### src/design/crsa_pkg.sv
`timescale 1ns / 1ps
`default_nettype none

package crsa_pkg;

  // Largest ring the block may be configured for.
  localparam int unsigned MAX_SIZE = 65536;

  // Ring size limit; the size register is 17 bits wide, the result offset field 16 bits.
  localparam logic [16:0] SIZE_LIMIT = (MAX_SIZE < 65536) ? 17'(MAX_SIZE) : 17'd65536;

  // Register indexes of the configuration port.
  localparam logic REG_BUFFER_SIZE = 1'b0;

  // Command codes of an input transaction.
  typedef enum logic [1:0] {
    CMD_CLEAR   = 2'd0,
    CMD_RESERVE = 2'd1,
    CMD_ADJUST  = 2'd2,
    CMD_GET     = 2'd3
  } cmd_t;

  // One result transaction.
  typedef struct packed {
    logic        ok;
    logic [15:0] offset;
    logic [16:0] count;
    logic [16:0] used_bytes;
    logic [31:0] total_bytes;
  } res_t;

endpackage

`default_nettype wire

### src/design/contiguous_ring_space_allocator_top.sv
// A result is registered in the output register, or in the skid register while
// the output stalls. Throughput: one command per cycle unless the skid register
// is full; every command is one compare-and-add pass over the pointer registers.
// Reset (synchronous, rst high): ring size returns to its limit, the write and
// read offsets, the used count and the running total are cleared, the wrap mark
// returns to the last offset of the ring, and no result is pending.
`timescale 1ns / 1ps
`default_nettype none

module contiguous_ring_space_allocator_top #(
  parameter int unsigned MAX_SIZE = crsa_pkg::MAX_SIZE
) (
  input  wire logic        clk,
  input  wire logic        rst,
  // Configuration port
  input  wire logic        psel,
  input  wire logic        penable,
  input  wire logic        pwrite,
  input  wire logic [2:0]  paddr,
  input  wire logic [31:0] pwdata,
  output logic [31:0]      prdata,
  output logic             pready,
  // Command channel
  input  wire logic        in_valid,
  output logic             in_stall,
  input  wire logic [1:0]  cmd,
  input  wire logic [16:0] amount,
  input  wire logic signed [17:0] delta,
  // Result channel
  output logic             out_valid,
  input  wire logic        out_stall,
  output logic             ok,
  output logic [15:0]      offset,
  output logic [16:0]      count,
  output logic [16:0]      used_bytes,
  output logic [31:0]      total_bytes
);

  // Ring size limit; the size register is 17 bits wide, the result offset field 16 bits.
  localparam logic [16:0] SIZE_LIMIT = (MAX_SIZE < 65536) ? 17'(MAX_SIZE) : 17'd65536;

  // Configuration and pointer state.
  logic [16:0] buffer_size;
  logic [16:0] write_pos;
  logic [16:0] read_pos;
  logic [16:0] wrap_mark;
  logic [16:0] used_count;
  logic [31:0] total_count;

  logic [16:0] write_pos_next;
  logic [16:0] read_pos_next;
  logic [16:0] wrap_mark_next;
  logic [16:0] used_count_next;
  logic [31:0] total_count_next;

  // Output register and skid register.
  crsa_pkg::res_t out_res;
  crsa_pkg::res_t skid_res;
  logic           skid_valid;
  crsa_pkg::res_t res_next;

  logic in_fire;
  logic cfg_write;
  logic [16:0] cfg_size;

  // Datapath temporaries.
  logic [16:0] size_m1;
  logic [17:0] reserve_sum;
  logic [17:0] reserve_end;
  logic signed [18:0] adjust_sum;
  logic [16:0] get_read;
  logic [16:0] get_wrap;
  logic [16:0] get_avail;
  logic [16:0] get_want;
  logic [16:0] get_count;

  // Register port: always ready, one register, decoded where paddr[2] is 0.
  assign pready    = 1'b1;
  assign cfg_write = psel && penable && pwrite && pready;
  assign prdata    = (paddr[2] == crsa_pkg::REG_BUFFER_SIZE) ? {15'd0, buffer_size} : 32'd0;

  // Saturate the written size into 1..limit.
  always_comb begin
    cfg_size = pwdata[16:0];
    if (cfg_size == 17'd0) begin
      cfg_size = 17'd1;
    end else if (cfg_size > SIZE_LIMIT) begin
      cfg_size = SIZE_LIMIT;
    end
  end

  // A new command is held off only while the skid register is full.
  assign in_stall = skid_valid;
  assign in_fire  = in_valid && !in_stall;

  // Arithmetic used by the command cases.
  assign size_m1     = buffer_size - 17'd1;
  assign reserve_sum = {1'b0, used_count} + {1'b0, amount};
  assign reserve_end = {1'b0, write_pos} + {1'b0, amount};
  assign adjust_sum  = $signed({2'b00, used_count}) + 19'(delta);

  // A get first returns the read position to 0 when it sits on the wrap mark.
  assign get_read  = (wrap_mark == read_pos) ? 17'd0 : read_pos;
  assign get_wrap  = (wrap_mark == read_pos) ? size_m1 : wrap_mark;
  assign get_avail = (get_wrap >= get_read) ? (get_wrap - get_read) : 17'd0;
  assign get_want  = (used_count > amount) ? amount : used_count;
  assign get_count = (get_avail >= get_want) ? get_want : get_avail;

  // Next state and result of one command.
  always_comb begin
    write_pos_next   = write_pos;
    read_pos_next    = read_pos;
    wrap_mark_next   = wrap_mark;
    used_count_next  = used_count;
    total_count_next = total_count;
    res_next.ok      = 1'b0;
    res_next.offset  = 16'd0;
    res_next.count   = 17'd0;

    unique case (crsa_pkg::cmd_t'(cmd))
      crsa_pkg::CMD_CLEAR: begin
        write_pos_next   = 17'd0;
        read_pos_next    = 17'd0;
        wrap_mark_next   = size_m1;
        used_count_next  = 17'd0;
        total_count_next = 32'd0;
      end
      crsa_pkg::CMD_RESERVE: begin
        // Fails when the region does not fit in the free space.
        if (reserve_sum <= {1'b0, buffer_size}) begin
          res_next.ok = 1'b1;
          if (reserve_end < {1'b0, buffer_size}) begin
            res_next.offset = write_pos[15:0];
            write_pos_next  = reserve_end[16:0];
          end else begin
            // Not enough room before the last offset: wrap to the start.
            wrap_mark_next = write_pos;
            write_pos_next = amount;
          end
        end
      end
      crsa_pkg::CMD_ADJUST: begin
        if (adjust_sum < 19'sd0) begin
          used_count_next = 17'd0;
        end else if (adjust_sum > $signed({2'b00, buffer_size})) begin
          used_count_next = buffer_size;
        end else begin
          used_count_next = adjust_sum[16:0];
        end
        total_count_next = total_count + {{14{delta[17]}}, delta};
      end
      crsa_pkg::CMD_GET: begin
        read_pos_next  = get_read;
        wrap_mark_next = get_wrap;
        if (used_count != 17'd0) begin
          res_next.ok     = 1'b1;
          res_next.offset = get_read[15:0];
          res_next.count  = get_count;
          read_pos_next   = get_read + get_count;
        end
      end
    endcase

    res_next.used_bytes  = used_count_next;
    res_next.total_bytes = total_count_next;
  end

  // Pointer state; a size write clears everything as a clear command does.
  always_ff @(posedge clk) begin
    if (rst) begin
      buffer_size <= SIZE_LIMIT;
      write_pos   <= 17'd0;
      read_pos    <= 17'd0;
      wrap_mark   <= SIZE_LIMIT - 17'd1;
      used_count  <= 17'd0;
      total_count <= 32'd0;
    end else if (cfg_write && (paddr[2] == crsa_pkg::REG_BUFFER_SIZE)) begin
      buffer_size <= cfg_size;
      write_pos   <= 17'd0;
      read_pos    <= 17'd0;
      wrap_mark   <= cfg_size - 17'd1;
      used_count  <= 17'd0;
      total_count <= 32'd0;
    end else if (in_fire) begin
      write_pos   <= write_pos_next;
      read_pos    <= read_pos_next;
      wrap_mark   <= wrap_mark_next;
      used_count  <= used_count_next;
      total_count <= total_count_next;
    end
  end

  // Output register with a skid register behind it.
  always_ff @(posedge clk) begin
    if (rst) begin
      out_valid  <= 1'b0;
      skid_valid <= 1'b0;
    end else if (!out_valid || !out_stall) begin
      out_valid  <= skid_valid || in_fire;
      skid_valid <= 1'b0;
    end else if (in_fire) begin
      skid_valid <= 1'b1;
    end
  end

  always_ff @(posedge clk) begin
    if (!out_valid || !out_stall) begin
      if (skid_valid) begin
        out_res <= skid_res;
      end else if (in_fire) begin
        out_res <= res_next;
      end
    end else if (in_fire) begin
      skid_res <= res_next;
    end
  end

  assign ok          = out_res.ok;
  assign offset      = out_res.offset;
  assign count       = out_res.count;
  assign used_bytes  = out_res.used_bytes;
  assign total_bytes = out_res.total_bytes;

  // The used count never exceeds the ring size.
  assert property (@(posedge clk) disable iff (rst) used_count <= buffer_size)
    else $error("used count exceeds ring size");

  // The write offset never passes the end of the ring.
  assert property (@(posedge clk) disable iff (rst) write_pos <= buffer_size)
    else $error("write offset beyond ring size");

  // The skid register only fills behind a waiting result.
  assert property (@(posedge clk) disable iff (rst) skid_valid |-> out_valid)
    else $error("skid register holds a result while output is empty");

  // Every accepted command leaves a result pending in the next cycle.
  assert property (@(posedge clk) disable iff (rst) in_fire |=> out_valid)
    else $error("accepted command produced no result");

endmodule

`default_nettype wire
### config.mk
export PLATFORM = sky130hd
export DESIGN_NAME = contiguous_ring_space_allocator_top
export DESIGN_NICKNAME = d
export VERILOG_FILES = /design/src/design/crsa_pkg.sv /design/src/design/contiguous_ring_space_allocator_top.sv
export SDC_FILE = /design/constraint.sdc
export NUM_CORES = 1
export LEC_CHECK = 0
export BUFFER_PORTS_ARGS = -buffer_cell sky130_fd_sc_hd__buf_2
export CAP_MARGIN = 40
export CORE_ASPECT_RATIO = 2
export CORE_UTILIZATION = 40
export DETAILED_ROUTE_END_ITERATION = 10
export PLACE_DENSITY = 0.59
export SYNTH_ARGS = -nofsm -noshare
export SYNTH_HDL_FRONTEND = slang
export SYNTH_SLANG_ARGS = --single-unit
### constraint.sdc
create_clock -name clk -period 16.42 [get_ports clk]
set_input_delay 1.642 -clock clk [delete_from_list [all_inputs] [get_ports clk]]
set_output_delay 1.642 -clock clk [all_outputs]
set_load 0.05 [all_outputs]
; ---- Word level (Yosys, flattened, before mapping)
; Index checks and enable logic that the tools add are counted.
[totals]
reg_bits = 285
input_bits = 79
output_inout_bits = 118
word_cells = 96
[classes]
add_sub_neg = 8
order_cmp = 8
eq_ne = 7
n_mux = 29
bitwise = 2
n_reduce_logical = 24
[op_table]
columns = op, count
row1 = $mux W17, 19
row2 = $mux W83, 2
row3 = $pmux W17 S2, 4
row4 = $pmux W32 S2, 1
row5 = $pmux W17 S3, 1
row6 = $add A17 B17 Y18, 2
row7 = $ge A17 B17 Y1, 2
row8 = $mux W34, 1
row9 = $sub A17 B1 Y17 const B, 2
row10 = $add A32 B32 Y32, 1
row11 = $add A18 B18 Y19, 1
row12 = $gt A19 B18 Y1, 1
row13 = $lt A19 B1 Y1 const B, 1
row14 = $le A18 B17 Y1, 1
row15 = $lt A18 B17 Y1, 1
row16 = $add A17 B17 Y17, 1
row17 = $eq A17 B17 Y1, 1
row18 = $gt A17 B17 Y1, 1
row19 = $gt A17 B17 Y1 const B, 1
row20 = $logic_not A17 Y1, 1
row21 = $reduce_bool A17 Y1, 1
row22 = $sub A17 B17 Y17, 1
row23 = $mux W16, 1
row24 = $reduce_bool A2 Y1, 4
row25 = other kinds (14), 26

; ---- Longest topological paths before layout
; Gate-level depths: netlist of run 1.
[depth]
word_depth = 10
ltp_mapped = 45

; ---- Worst setup path before layout of run 1
; No wires, ideal clock.
[synth_timing]
path_type = reg-to-reg
start = register read_pos[11]
end = register read_pos[16]
t_arrival_ns = 8.690
required_time_ns = 16.345
path_slack_ns = 7.655
stages_incl_launch_ff = 42
n_path_buf = 4
path_cell_list = dfxtp_1 > xnor2_1 > nand4_1 > nor3_1 > nand2_1 > clkbuf_1 > clkbuf_1 > and2_1 > ha_1 > nor2b_1 > o21ai_1 > a2111oi_2 > a2111oi_2 > a211oi_2 > o2111ai_1 > a211oi_2 > o21ai_2 > or4b_1 > (+6 left out) > or2_0 > clkbuf_1 > clkbuf_1 > a21o_1 > ha_1 > fa_1 > a21o_1 > a21oi_1 > o21ai_1 > a31oi_1 > a211o_1 > o211ai_1 > a31oi_1 > nor3_1 > a2111oi_2 > o21ai_1 > mux2_1 > a31oi_1
[synth_between]
elab_chain_cells = 9
[synth_lines]
columns = item, line
row1 = from (decl), contiguous_ring_space_allocator_top.sv:45  ; logic [16:0] read_pos;
row2 = from (signal assigned), contiguous_ring_space_allocator_top.sv:186  ; read_pos <= read_pos_next;
row3 = $eq A17 B17 Y1, "contiguous_ring_space_allocator_top.sv:103, contiguous_ring_space_allocator_top.sv:104"
row4 = "$mux W17, on equally long branches", "contiguous_ring_space_allocator_top.sv:104, contiguous_ring_space_allocator_top.sv:103"
row5 = $sub A17 B17 Y17 or $ge A17 B17 Y1 (tied branches), contiguous_ring_space_allocator_top.sv:105  ; assign get_avail = (get_wrap >= get_read) ? (get_wrap - get_read) : 17'd0;
row6 = $mux W17, contiguous_ring_space_allocator_top.sv:105
row7 = $ge A17 B17 Y1, contiguous_ring_space_allocator_top.sv:107  ; assign get_count = (get_avail >= get_want) ? get_want : get_avail;
row8 = $mux W17, contiguous_ring_space_allocator_top.sv:107
row9 = $add A17 B17 Y17, contiguous_ring_space_allocator_top.sv:159  ; read_pos_next = get_read + get_count;
row10 = $mux W17 *, contiguous_ring_space_allocator_top.sv:155  ; if (used_count != 17'd0) begin
row11 = $pmux W17 S2 *, contiguous_ring_space_allocator_top.sv:120  ; unique case (crsa_pkg::cmd_t'(cmd))
; Every way passes the cells marked *; elsewhere a longest branch is shown, timed or not.
; A chain may end at the register's enable or synchronous reset.

; ---- Worst setup path after layout of run 1
[layout_timing]
start = register wrap_mark[4]
end = register read_pos[16]
[layout_between]
elab_chain_cells = 9
[layout_lines]
columns = item, line
row1 = from (decl), contiguous_ring_space_allocator_top.sv:46  ; logic [16:0] wrap_mark;
row2 = from (signal assigned), contiguous_ring_space_allocator_top.sv:174  ; wrap_mark <= SIZE_LIMIT - 17'd1;
row3 = from (signal assigned), contiguous_ring_space_allocator_top.sv:181  ; wrap_mark <= cfg_size - 17'd1;
row4 = from (signal assigned), contiguous_ring_space_allocator_top.sv:187  ; wrap_mark <= wrap_mark_next;
row5 = $eq A17 B17 Y1, "contiguous_ring_space_allocator_top.sv:103, contiguous_ring_space_allocator_top.sv:104"
row6 = "$mux W17, on equally long branches", "contiguous_ring_space_allocator_top.sv:104, contiguous_ring_space_allocator_top.sv:103"
row7 = $sub A17 B17 Y17 or $ge A17 B17 Y1 (tied branches), contiguous_ring_space_allocator_top.sv:105
row8 = $mux W17, contiguous_ring_space_allocator_top.sv:105
row9 = $ge A17 B17 Y1, contiguous_ring_space_allocator_top.sv:107
row10 = $mux W17, contiguous_ring_space_allocator_top.sv:107
row11 = $add A17 B17 Y17, contiguous_ring_space_allocator_top.sv:159
row12 = $mux W17 *, contiguous_ring_space_allocator_top.sv:155
row13 = $pmux W17 S2 *, contiguous_ring_space_allocator_top.sv:120
; Marks and branches as above.

==> impl_summary.txt, run 1 <==
----------------------------------------------------
[Run status]
  Status ... finished, final reports clean

[Drt]
  Ratio of routed vias to standard cells ... 5.829
  Overall routed net length ... 77.74 mm
  Count of routing violations after the opening detailed-route iteration ... 1371
  Vias after detailed routing ... 18500
  Routed Antenna Nets ... 0
  Routed wirelength normalized by instance count ... 24.49 µm
  First-pass iteration count of the detailed router ... 5
  Number of DRC violations after detailed routing ... 0

[Worst hold path]
  Worst Min Path Start ... total_count[29]$_SDFFE_PP0P_
  Worst min-delay path category ... reg -> reg
  Worst Hold Endpoint ... total_count[29]$_SDFFE_PP0P_
  Cell depth of the worst hold path ... 2

[Worst setup path]
  Crit Reg-Reg Endpoint ... read_pos[16]$_SDFFE_PP0P_
  Register-to-register path setup slack ... 5540 ps
  Worst path bufs/invs ... 3
  Arrival time reported for the critical path endpoint ... 11380 ps
  Maximum fanout along the worst path ... 42
  Worst EP required ... 16920 ps
  Crit path largest cell delay ... 700 ps
  Kind of start point of the critical path ... flip-flop
  Top cell family by delay on the critical path ... compound AO/OA/AOI/OAI gates
  Critical-path top delay cell ... nor4_1
  Origin of the critical flop-to-flop path ... wrap_mark[4]$_SDFFE_PP1P_
  Critical path class ... reg -> reg
  Kind of capture point of the worst setup path ... flip-flop
  Depth of the worst register-to-register path ... 37
  Most frequent cell on the critical path ... a31oi_1

[Layout]
  Number of fill cells in the layout ... 5030
  Net count, final ... 2776
  Area growth from synthesis to layout ... 11.83%
  Post-layout instance area ... 23540 µm²
  Final core utilization ... 0.4543
  Area taken by multi-input logic gates ... 12810 µm²
  Fraction of layout instances using a drive strength above 1 ... 0.1489
  Area occupied by registers ... 7371 µm²

[Placed design]
  PortBufs ... 163
  GP Congestion ... 1.031
  Pre-CTS setup slack ... 5538 ps
  Placed cell areas ... 22580 µm²
  Hpwl dp ... 61.25 mm

[Timing]
  Tmin final ... 10880 ps
  Total Negative Setup Slacks ... 0 ps
  Final slew viol count ... 0
  Final setup vio count ... 0
  Relative slew margins ... 0.3893
  Final setup skew ... 16.72 ps
  Max Clock Freq ... 91.89 MHz
  Crit share post-route ... 0.6627
  Final Hold Vio Count ... 0
  Setup repair after global routing missed its margin ... no
  Transition time at the pin with the least slew margin ... 890.5 ps
  Worst path setup slack after routing ... 5538 ps

[CTS]
  Hold-fix buffers, CTS ... 0
  Cell chosen for the clock root ... clkbuf_16
  Setup fix buffers added after clock tree synthesis ... 0
  Worst-skew pair later-pin latency ... 590 ps
  Clock tree from TritonCTS ... built
  Buffer levels on the longest clock path ... 3
  Total clock buffers created by CTS ... 29
  Clock sink count ... 285
  Clk slew on worst S/H paths ... 60 ps
  Deepest level of the CTS H-tree ... 1
  Post-cts repair resize count ... 0

[Synthesis]
  Synth Cell Area ... 21050 µm²
  Most used flip-flop cell after synthesis ... edfxtp_1
  Synthesized-area fraction occupied by and/or/nand/nor cells ... 0.1703
  Complex-gate fraction of the synthesized area ... 0.1853
  Instance count of the mapped netlist ... 2352
  Proportion of synthesized chip area in sequential cells ... 0.3500
  Number of synthesis warnings ... 0
  Adder-Cell Fraction of Synth Area ... 0.1273
  Combinational family with the most area after synthesis ... compound AO/OA/AOI/OAI gates
  Share of synthesized area spent on multiplexers ... 0.06645
  Unique cell type count in the Yosys netlist ... 94
  Number of register bits inferred by synthesis ... 285
  Share of synthesized flip-flops with an asynchronous set or reset ... 0
  Post-synth EDFFs ... 166
  Synthesized-area fraction occupied by xor and xnor cells ... 0.05397
  Per-instance average area after synthesis ... 8.950 µm²

[GRT]
  Number of global-route vias before repair ... 18530
  Maximum number of pins on one net before global-route repair ... 56
  Antenna violations before repair ... 5
  Total Routing Usage GR ... 0.2898
  Global-route wire length before repair ... 114.1 mm
  Overall overflow remaining after global route ... 0

[Floorplan]
  IO Pins ... 197
  Die span in x ... 164.2 µm
  Total core area ... 51820 µm²
  Placement Rows ... 118
  Area of the die ... 53600 µm²
  Die height ... 326.4 µm
  Effective utilization at floorplan ... 0.4062

[Pwr]
  Static leakage ... 10.04 nW
  Relative contribution of sequential cells to total power ... 0.346
  Net Sw Frac ... 0.3871
  Power share of the combinational group ... 0.381
  Internal power ... 1.508 mW
  Worst vdd rail ir drop ... 0.09280 mV
  Power Density ... 104.5 nW/µm²
  Clock share of power ... 0.274
  Sw power ... 0.9524 mW

[Job]
  Max-Cap Viols ... 0

----------------------------------------------------
## cells in the final DEF, fill, tap and decap left out, types with 23 or more instances in the layout
cell and count:
a21o_1 40, a21oi_1 153, a22oi_1 29, and2_1 27, buf_2 169, buf_4 33
clkbuf_16 29, dfxtp_1 118, edfxtp_1 166, ha_1 203, inv_1 120, mux2_2 85
mux2i_1 43, nand2_1 191, nand3_1 59, nor2_1 261, nor2b_1 23, nor3_1 64
o21a_1 42, o21ai_0 120, o21ai_1 23, o21bai_1 25, xnor2_1 92, xor2_1 34
## state kept, by name, indices dropped and copies added (netlist names)
name / flops
count: 17
used_bytes: 17
out_valid: 1
ok: 1
write_pos: 17
offset: 16
skid_res: 83
wrap_mark: 17
read_pos: 17
in_stall: 1
used_count: 17
total_bytes: 32
total_count: 32
buffer_size: 17
## metal layers
metal | track usage | part of all wire
met1 | 0.2900 | 0.35
met2 | 0.5279 | 0.51
met3 | 0.02869 | 0.040
met4 | 0.2434 | 0.098
met5 | 0 | 0.00014
## area by class of cell
cell class | count | share of cell area
flip-flops and latches | 285 | 0.3131
clock inverters | 14 | 0.005315
clock buffers | 40 | 0.03471
diodes | 3 | 0.0003189
multi-input cells | 1846 | 0.5442
repair buffers | 203 | 0.04762
well taps | 660 | 0.03508
inverters | 123 | 0.01961
## Yosys cell counts, types with 22 or more instances
master	number	share of area
edfxtp_1	166	0.24
xor2_1	34	0.014
dfxtp_1	119	0.11
nand2_1	191	0.034
nor2_1	263	0.047
o21ai_0	120	0.029
o21ai_1	24	0.0057
mux2i_1	43	0.020
and2_1	27	0.0080
a21oi_1	154	0.037
nor2b_1	24	0.0071
ha_1	203	0.12
a22oi_1	29	0.010
o21bai_1	25	0.0089
mux2_2	85	0.045
nor3_1	64	0.015
xnor2_1	92	0.038
a21o_1	40	0.014
inv_1	120	0.021
clkbuf_1	78	0.014
o21a_1	42	0.015
nand3_1	59	0.014
nand2b_1	22	0.0065
## worst max path at each step
stage,from,to,depth (start not counted)
final,wrap_mark[4]$_SDFFE_PP1P_,read_pos[16]$_SDFFE_PP0P_,37
after global routing,read_pos[4]$_SDFFE_PP0P_,read_pos[16]$_SDFFE_PP0P_,37
after CTS,read_pos[4]$_SDFFE_PP0P_,read_pos[16]$_SDFFE_PP0P_,37
after detailed placement,wrap_mark[4]$_SDFFE_PP1P_,read_pos[16]$_SDFFE_PP0P_,37
after global placement,wrap_mark[4]$_SDFFE_PP1P_,read_pos[16]$_SDFFE_PP0P_,36
after floorplan,read_pos[11]$_SDFFE_PP0P_,read_pos[16]$_SDFFE_PP0P_,41
## through the flow
| stage | instances | hold WS [ps] | power [mW] |
|---|---|---|---|
| after floorplan | 2366 | 449.0 | 1.521 |
| after global placement | 3107 | 491.7 | 1.781 |
| after detailed placement | 3116 | 501.6 | 1.792 |
| after CTS | 3170 | 511.9 | 2.473 |
| after global routing | 3172 | 527.8 | 2.587 |
| final | 3174 | 517.8 | 2.460 |
## tightest hold or removal path: stages (launching register included)
cell and delay (ps):
dfxtp_1 340, nand3_1 70, o41ai_1 60
## cell families (layout without fill, tap and decap cells)
logic type      after synthesis  after routing
buf+inv                     235            380
simple gates                763            763
flops                       285            285
compound gates              599            599
mux                         129            129
other cells                   2             19
fa+ha+maj                   211            211
xor+xnor                    128            128
## power groups by stage
stage / clock [mW] / combinational (mW) / sequential [mW]
finish: 0.673 / 0.936 / 0.851
detailed placement: 0 / 0.926 / 0.866
global placement: 0 / 0.915 / 0.865
floorplan: 0 / 0.596 / 0.926
global route: 0.713 / 1.02 / 0.854
CTS: 0.691 / 0.932 / 0.850
No activity file was read; power rests on OpenSTA's default activity.
==> inputs of run 2 (changes only) <==
PLACE_DENSITY = 0.61   (was 0.59)
clock period = 9.5 ns   (was 16.42 ns; I/O delays follow)
==> run 2 against run 1 <==
Sequential share of layout area fell by 1.7 points; clock power grew 77%; sequential power up 73%; clock-buffer cell count fell by 5; cell count increased by 5.0%; non-clock buffer count rose by 160; die area stayed put; combinational power rose by 100%; register-to-register slack lost 5000 ps; critical path depth up 5; total power grew 84%; flip-flop and latch count is the same; critical path type unchanged; critical endpoint unchanged; largest power group unchanged.
==> impl_summary.txt, run 2 (same netlist as run 1, synthesis figures left out) <==
----------------------------------------------------
[Worst hold path]
  Worst min-delay path category ... reg -> reg

[Timing]
  Final slew viol count ... 0
  Tmin final ... 8977 ps
  Final setup skew ... 20.66 ps
  Transition time at the pin with the least slew margin ... 872.2 ps
  Setup repair after global routing missed its margin ... no
  Max Clock Freq ... 111.4 MHz
  Total Negative Setup Slacks ... 0 ps
  Worst path setup slack after routing ... 523.5 ps
  Final Hold Vio Count ... 0
  Relative slew margins ... 0.4164
  Final setup vio count ... 0
  Crit share post-route ... 0.9449

[Drt]
  Routed wirelength normalized by instance count ... 24.24 µm
  Routed Antenna Nets ... 0
  Overall routed net length ... 80.79 mm
  First-pass iteration count of the detailed router ... 5
  Number of DRC violations after detailed routing ... 0
  Count of routing violations after the opening detailed-route iteration ... 1214
  Ratio of routed vias to standard cells ... 5.733
  Vias after detailed routing ... 19110

[Worst setup path]
  Crit path largest cell delay ... 490 ps
  Critical-path top delay cell ... dfxtp_1
  Top cell family by delay on the critical path ... compound AO/OA/AOI/OAI gates
  Maximum fanout along the worst path ... 21
  Worst path bufs/invs ... 5
  Kind of start point of the critical path ... flip-flop
  Kind of capture point of the worst setup path ... flip-flop
  Worst EP required ... 10020 ps
  Register-to-register path setup slack ... 520 ps
  Most frequent cell on the critical path ... buf_4
  Arrival time reported for the critical path endpoint ... 9490 ps
  Critical path class ... reg -> reg

[CTS]
  Buffer levels on the longest clock path ... 3
  Clock tree from TritonCTS ... built
  Clock sink count ... 285
  Clk slew on worst S/H paths ... 80 ps
  Cell chosen for the clock root ... clkbuf_16
  Total clock buffers created by CTS ... 28
  Deepest level of the CTS H-tree ... 1
  Worst-skew pair later-pin latency ... 600 ps

[GRT]
  Overall overflow remaining after global route ... 0
  Antenna violations before repair ... 5
  Met2 global-route usage ... 0.5626
  Met3 Usage GRT ... 0.02527
  Maximum number of pins on one net before global-route repair ... 66
  Number of global-route vias before repair ... 19310
  GR met1 Demand/Resource ... 0.2976
  Highest-utilization routing layer at the global route stage ... met2
  Global-route wire length before repair ... 117.9 mm
  Total Routing Usage GR ... 0.3004

[Pwr]
  Worst vdd rail ir drop ... 0.1503 mV
  Power Density ... 182.4 nW/µm²
  Static leakage ... 10.85 nW

[Layout]
  Register bank with the most flops ... skid_res
  Largest register FFs ... 83
  Leading cell type in the layout, fill and taps excluded ... nor2_1
  Most frequent cells in the layout ... nor2_1, ha_1, buf_4
  Area occupied by registers ... 7377 µm²
  Fraction of layout instances using a drive strength above 1 ... 0.2027
  Area taken by multi-input logic gates ... 12890 µm²
  Area growth from synthesis to layout ... 18.16%
  Net count, final ... 2935
  Post-layout instance area ... 24880 µm²
  Number of fill cells in the layout ... 5010

[Floorplan]
  Die height ... 326.4 µm
  Total core area ... 51820 µm²
  Placement Rows ... 118
  Area of the die ... 53600 µm²
  IO Pins ... 197
  Die span in x ... 164.2 µm
  Effective utilization at floorplan ... 0.4062

[Placed design]
  GP Congestion ... 0.9587
  PortBufs ... 163
  Placed cell areas ... 23830 µm²
  Hpwl dp ... 64.44 mm
  Pre-CTS setup slack ... 301.8 ps

[Run status]
  Status ... finished, final reports clean

[Job]
  Max-Cap Viols ... 0

----------------------------------------------------
==> run 2: cell types whose count changed in the layout (fill, tap and decap cells not counted), moves of 3 or more <==
cell / before / now
dfxtp_2: 0 / 5
dfxtp_1: 118 / 113
buf_4: 33 / 197
buf_2: 169 / 163
clkbuf_8: 5 / 2
bufinv_16: 1 / 4
clkinv_4: 3 / 0
clkinv_1: 2 / 7
==> run 2: what timing repair did <==
action                                 CTS  global route
endpoints found under the hold margin    0             0
resized for setup                        0            17
hold buffers                             0             0
setup endpoints to repair                0             4
buffers inserted                         0             1
==> run 2: per-layer routing <==
layer,wire length (µm),share of wire
met1,28140,0.35
met4,7035,0.087
met2,42830,0.53
met5,13,0.00016
met3,2770,0.034
==> run 2: worst register-to-register path: cells and delay by family, from the launching register on <==
kind | cells | cell delay, ps
AO/OA/AOI/OAI | 22 | 4290
multiplexers | 1 | 330
adder cells (fa/ha/maj) | 4 | 1180
buffers and inverters | 5 | 910
flip-flops | 1 | 490
AND/OR/NAND/NOR | 9 | 1530
XOR/XNOR | 1 | 160
==> run 2: per-stage QoR <==
step	utilization	cells	hold slack, ps	total power, mW
floorplan	-	2366	449.0	2.630
global placement	0.4588	3274	493.1	3.323
detailed placement	0.4599	3276	509.2	3.343
CTS	0.4781	3328	523.0	4.540
global route	0.4800	3332	534.5	4.769
finish	0.4800	3333	519.9	4.537
==> run 2: report_power, final <==
group | total [mW] | internal, mW | switching, mW
clock network | 1.19 | 0.668 | 0.524
registers | 1.47 | 1.40 | 0.0656
logic | 1.88 | 0.765 | 1.11
total | 4.54 | 2.84 | 1.70
==> run 2: final timing paths <==
kind	startpoint	endpoint	cells past startpoint
setup / recovery	wrap_mark[12]$_SDFFE_PP1P_	read_pos[16]$_SDFFE_PP0P_	42
setup reg to reg	wrap_mark[12]$_SDFFE_PP1P_	read_pos[16]$_SDFFE_PP0P_	42
hold reg to reg	total_count[20]$_SDFFE_PP0P_	total_count[20]$_SDFFE_PP0P_	2
hold / removal	total_count[20]$_SDFFE_PP0P_	total_count[20]$_SDFFE_PP0P_	2
==> run 2: area by class of cell <==
cell class                 instances  share of cell area
multi-input combinational       1846              0.5180
tap                              660             0.03320
inverter                         123             0.01856
clock inverter                    17            0.007947
clock buffer                      35             0.03003
antenna                            4           0.0004024
timing repair buffer             363             0.09527
sequential                       285              0.2966
==> inputs of run 3 (changes only) <==
PLACE_DENSITY = not set   (was 0.61)
==> run 3 against run 2 <==
Routed wire length is 1.9% lower; first-iteration DRC count increased by 12%; worst hold slack worse by 31 ps; utilization down 0.45 points; total power shrank 2.1%; sequential power barely moved; cell count is 0.60% lower; fmax rose by 0.32%; global-route usage fell by 0.62 points; register-to-register slack better by 30 ps; flip-flop and latch count unchanged; critical endpoint unchanged; largest power group unchanged.
==> impl_summary.txt, run 3 (same netlist as run 1, synthesis figures left out) <==
----------------------------------------------------
[Layout]
  Number of fill cells in the layout ... 5011
  Area occupied by registers ... 7383 µm²
  Register bank with the most flops ... skid_res
  Final core utilization ... 0.4755
  Post-layout instance area ... 24640 µm²
  Area growth from synthesis to layout ... 17.05%
  Most frequent cells in the layout ... nor2_1, ha_1, nand2_1
  Net count, final ... 2913
  Largest register FFs ... 83
  Fraction of layout instances using a drive strength above 1 ... 0.1998
  Area taken by multi-input logic gates ... 12880 µm²
  Leading cell type in the layout, fill and taps excluded ... nor2_1

[Floorplan]
  Area of the die ... 53600 µm²
  IO Pins ... 197
  Die span in x ... 164.2 µm
  Die height ... 326.4 µm
  Placement Rows ... 118
  Effective utilization at floorplan ... 0.4062
  Total core area ... 51820 µm²

[Timing]
  Setup repair after global routing missed its margin ... no
  Max Clock Freq ... 111.8 MHz
  Hold Slack ... 489.1 ps
  Worst path setup slack after routing ... 552.3 ps
  Transition time at the pin with the least slew margin ... 875.7 ps
  Crit share post-route ... 0.9419
  Final slew viol count ... 0
  Total Negative Setup Slacks ... 0 ps
  Tmin final ... 8948 ps
  Final setup vio count ... 0
  Relative slew margins ... 0.4162
  Final Hold Vio Count ... 0
  Final setup skew ... 38.95 ps

[Placed design]
  Hpwl dp ... 62.80 mm
  Placed cell areas ... 23640 µm²
  PortBufs ... 163
  GP Congestion ... 1.014
  Pre-CTS setup slack ... 424.7 ps

[GRT]
  Antenna violations before repair ... 6
  Number of global-route vias before repair ... 18920
  Overall overflow remaining after global route ... 0
  Total Routing Usage GR ... 0.2942
  Maximum number of pins on one net before global-route repair ... 55
  Global-route wire length before repair ... 115.9 mm

[CTS]
  Setup fix buffers added after clock tree synthesis ... 0
  Total clock buffers created by CTS ... 28
  Cell chosen for the clock root ... clkbuf_16
  Clock sink count ... 285
  Deepest level of the CTS H-tree ... 1
  Worst-skew pair later-pin latency ... 610 ps
  Clk slew on worst S/H paths ... 70 ps
  Clock tree from TritonCTS ... built
  Buffer levels on the longest clock path ... 3

[Drt]
  Count of routing violations after the opening detailed-route iteration ... 1356
  First-pass iteration count of the detailed router ... 6
  Routed Antenna Nets ... 0
  Overall routed net length ... 79.24 mm
  Vias after detailed routing ... 18990
  Uppermost signal routing layer after detailed routing ... met5
  Number of DRC violations after detailed routing ... 0
  Total length of routed met2 wires ... 41.06 mm
  Ratio of routed vias to standard cells ... 5.732
  Routed length on met1 ... 27.20 mm
  Met3 wire len ... 3.316 mm
  Routed wirelength normalized by instance count ... 23.92 µm

[Worst setup path]
  Critical path class ... reg -> reg
  Crit path largest cell delay ... 480 ps
  Critical-path top delay cell ... or4b_1
  Kind of start point of the critical path ... flip-flop
  Maximum fanout along the worst path ... 6
  Arrival time reported for the critical path endpoint ... 9440 ps
  Worst EP required ... 10000 ps
  Kind of capture point of the worst setup path ... flip-flop

[Pwr]
  Worst vdd rail ir drop ... 0.1736 mV
  Static leakage ... 10.71 nW
  Power Density ... 180.3 nW/µm²

[Worst hold path]
  Worst min-delay path category ... reg -> reg

[Run status]
  Status ... finished, final reports clean

[Job]
  Max-Cap Viols ... 0

----------------------------------------------------
run 3: cell count changes in the layout (fill, tap and decap cells not counted), moves of 2 or more:
cell / delta
dfxtp_1: -5
clkinv_4: +2
clkinvlp_4: +4
buf_2: +3
dfxtp_2: +5
buf_4: -23
bufinv_16: -2
clkinv_2: +4
diode_2: +2
clkinv_1: -3
clkbuf_1: -2
run 3: area by class of cell:
cell class | count | area share
diodes | 6 | 0.0006093
clock buffers | 33 | 0.03047
clock inverters | 19 | 0.006652
inverters | 123 | 0.01874
multi-input cells | 1846 | 0.5225
flip-flops and latches | 285 | 0.2996
well taps | 660 | 0.03351
repair buffers | 341 | 0.08784
run 3: through the flow:
| stage | total power [mW] | instances |
|---|---|---|
| floorplan | 2.630 | 2366 |
| global placement | 3.275 | 3251 |
| detailed placement | 3.298 | 3255 |
| CTS | 4.454 | 3307 |
| global route | 4.676 | 3309 |
| finish | 4.443 | 3313 |
run 3: worst paths after layout:
| check | end | slack [ps] | start | cells past startpoint |
|---|---|---|---|---|
| setup / recovery | read_pos[16]$_SDFFE_PP0P_ | 550 | read_pos[6]$_SDFFE_PP0P_ | 41 |
| hold reg to reg | buffer_size[10]$_SDFFE_PP0P_ | 490 | buffer_size[10]$_SDFFE_PP0P_ | 2 |
| hold / removal | buffer_size[10]$_SDFFE_PP0P_ | 490 | buffer_size[10]$_SDFFE_PP0P_ | 2 |
| setup reg to reg | read_pos[16]$_SDFFE_PP0P_ | 550 | read_pos[6]$_SDFFE_PP0P_ | 41 |
run 3: metal layers:
layer | vias to the layer above | GRT usage
met3 | 206 | 0.02577
met5 | - | 0
met4 | 4 | 0.2514
li1 | 9086 | -
met2 | 604 | 0.5345
met1 | 9091 | 0.2962
run 3: critical path, delay by kind of cell (launching register included):
| kind | cells | cell delay (ps) |
|---|---|---|
| and+or+nand+nor | 11 | 2100 |
| buffers and inverters | 3 | 490 |
| adders and majority gates | 4 | 1160 |
| DFF | 1 | 450 |
| muxes | 1 | 340 |
| xor gates and xnor gates | 1 | 170 |
| AOI/OAI and AO/OA | 21 | 4140 |
run 3: where the power goes:
| group | switching (mW) | internal, mW |
|---|---|---|
| logic | 1.11 | 0.719 |
| clock network | 0.526 | 0.622 |
| registers | 0.0653 | 1.40 |
run 3: repair_timing:
action / in CTS / in global routing
endpoints found under the setup margin: 0 / 2
resized for setup: 0 / 19
hold buffers: 0 / 0
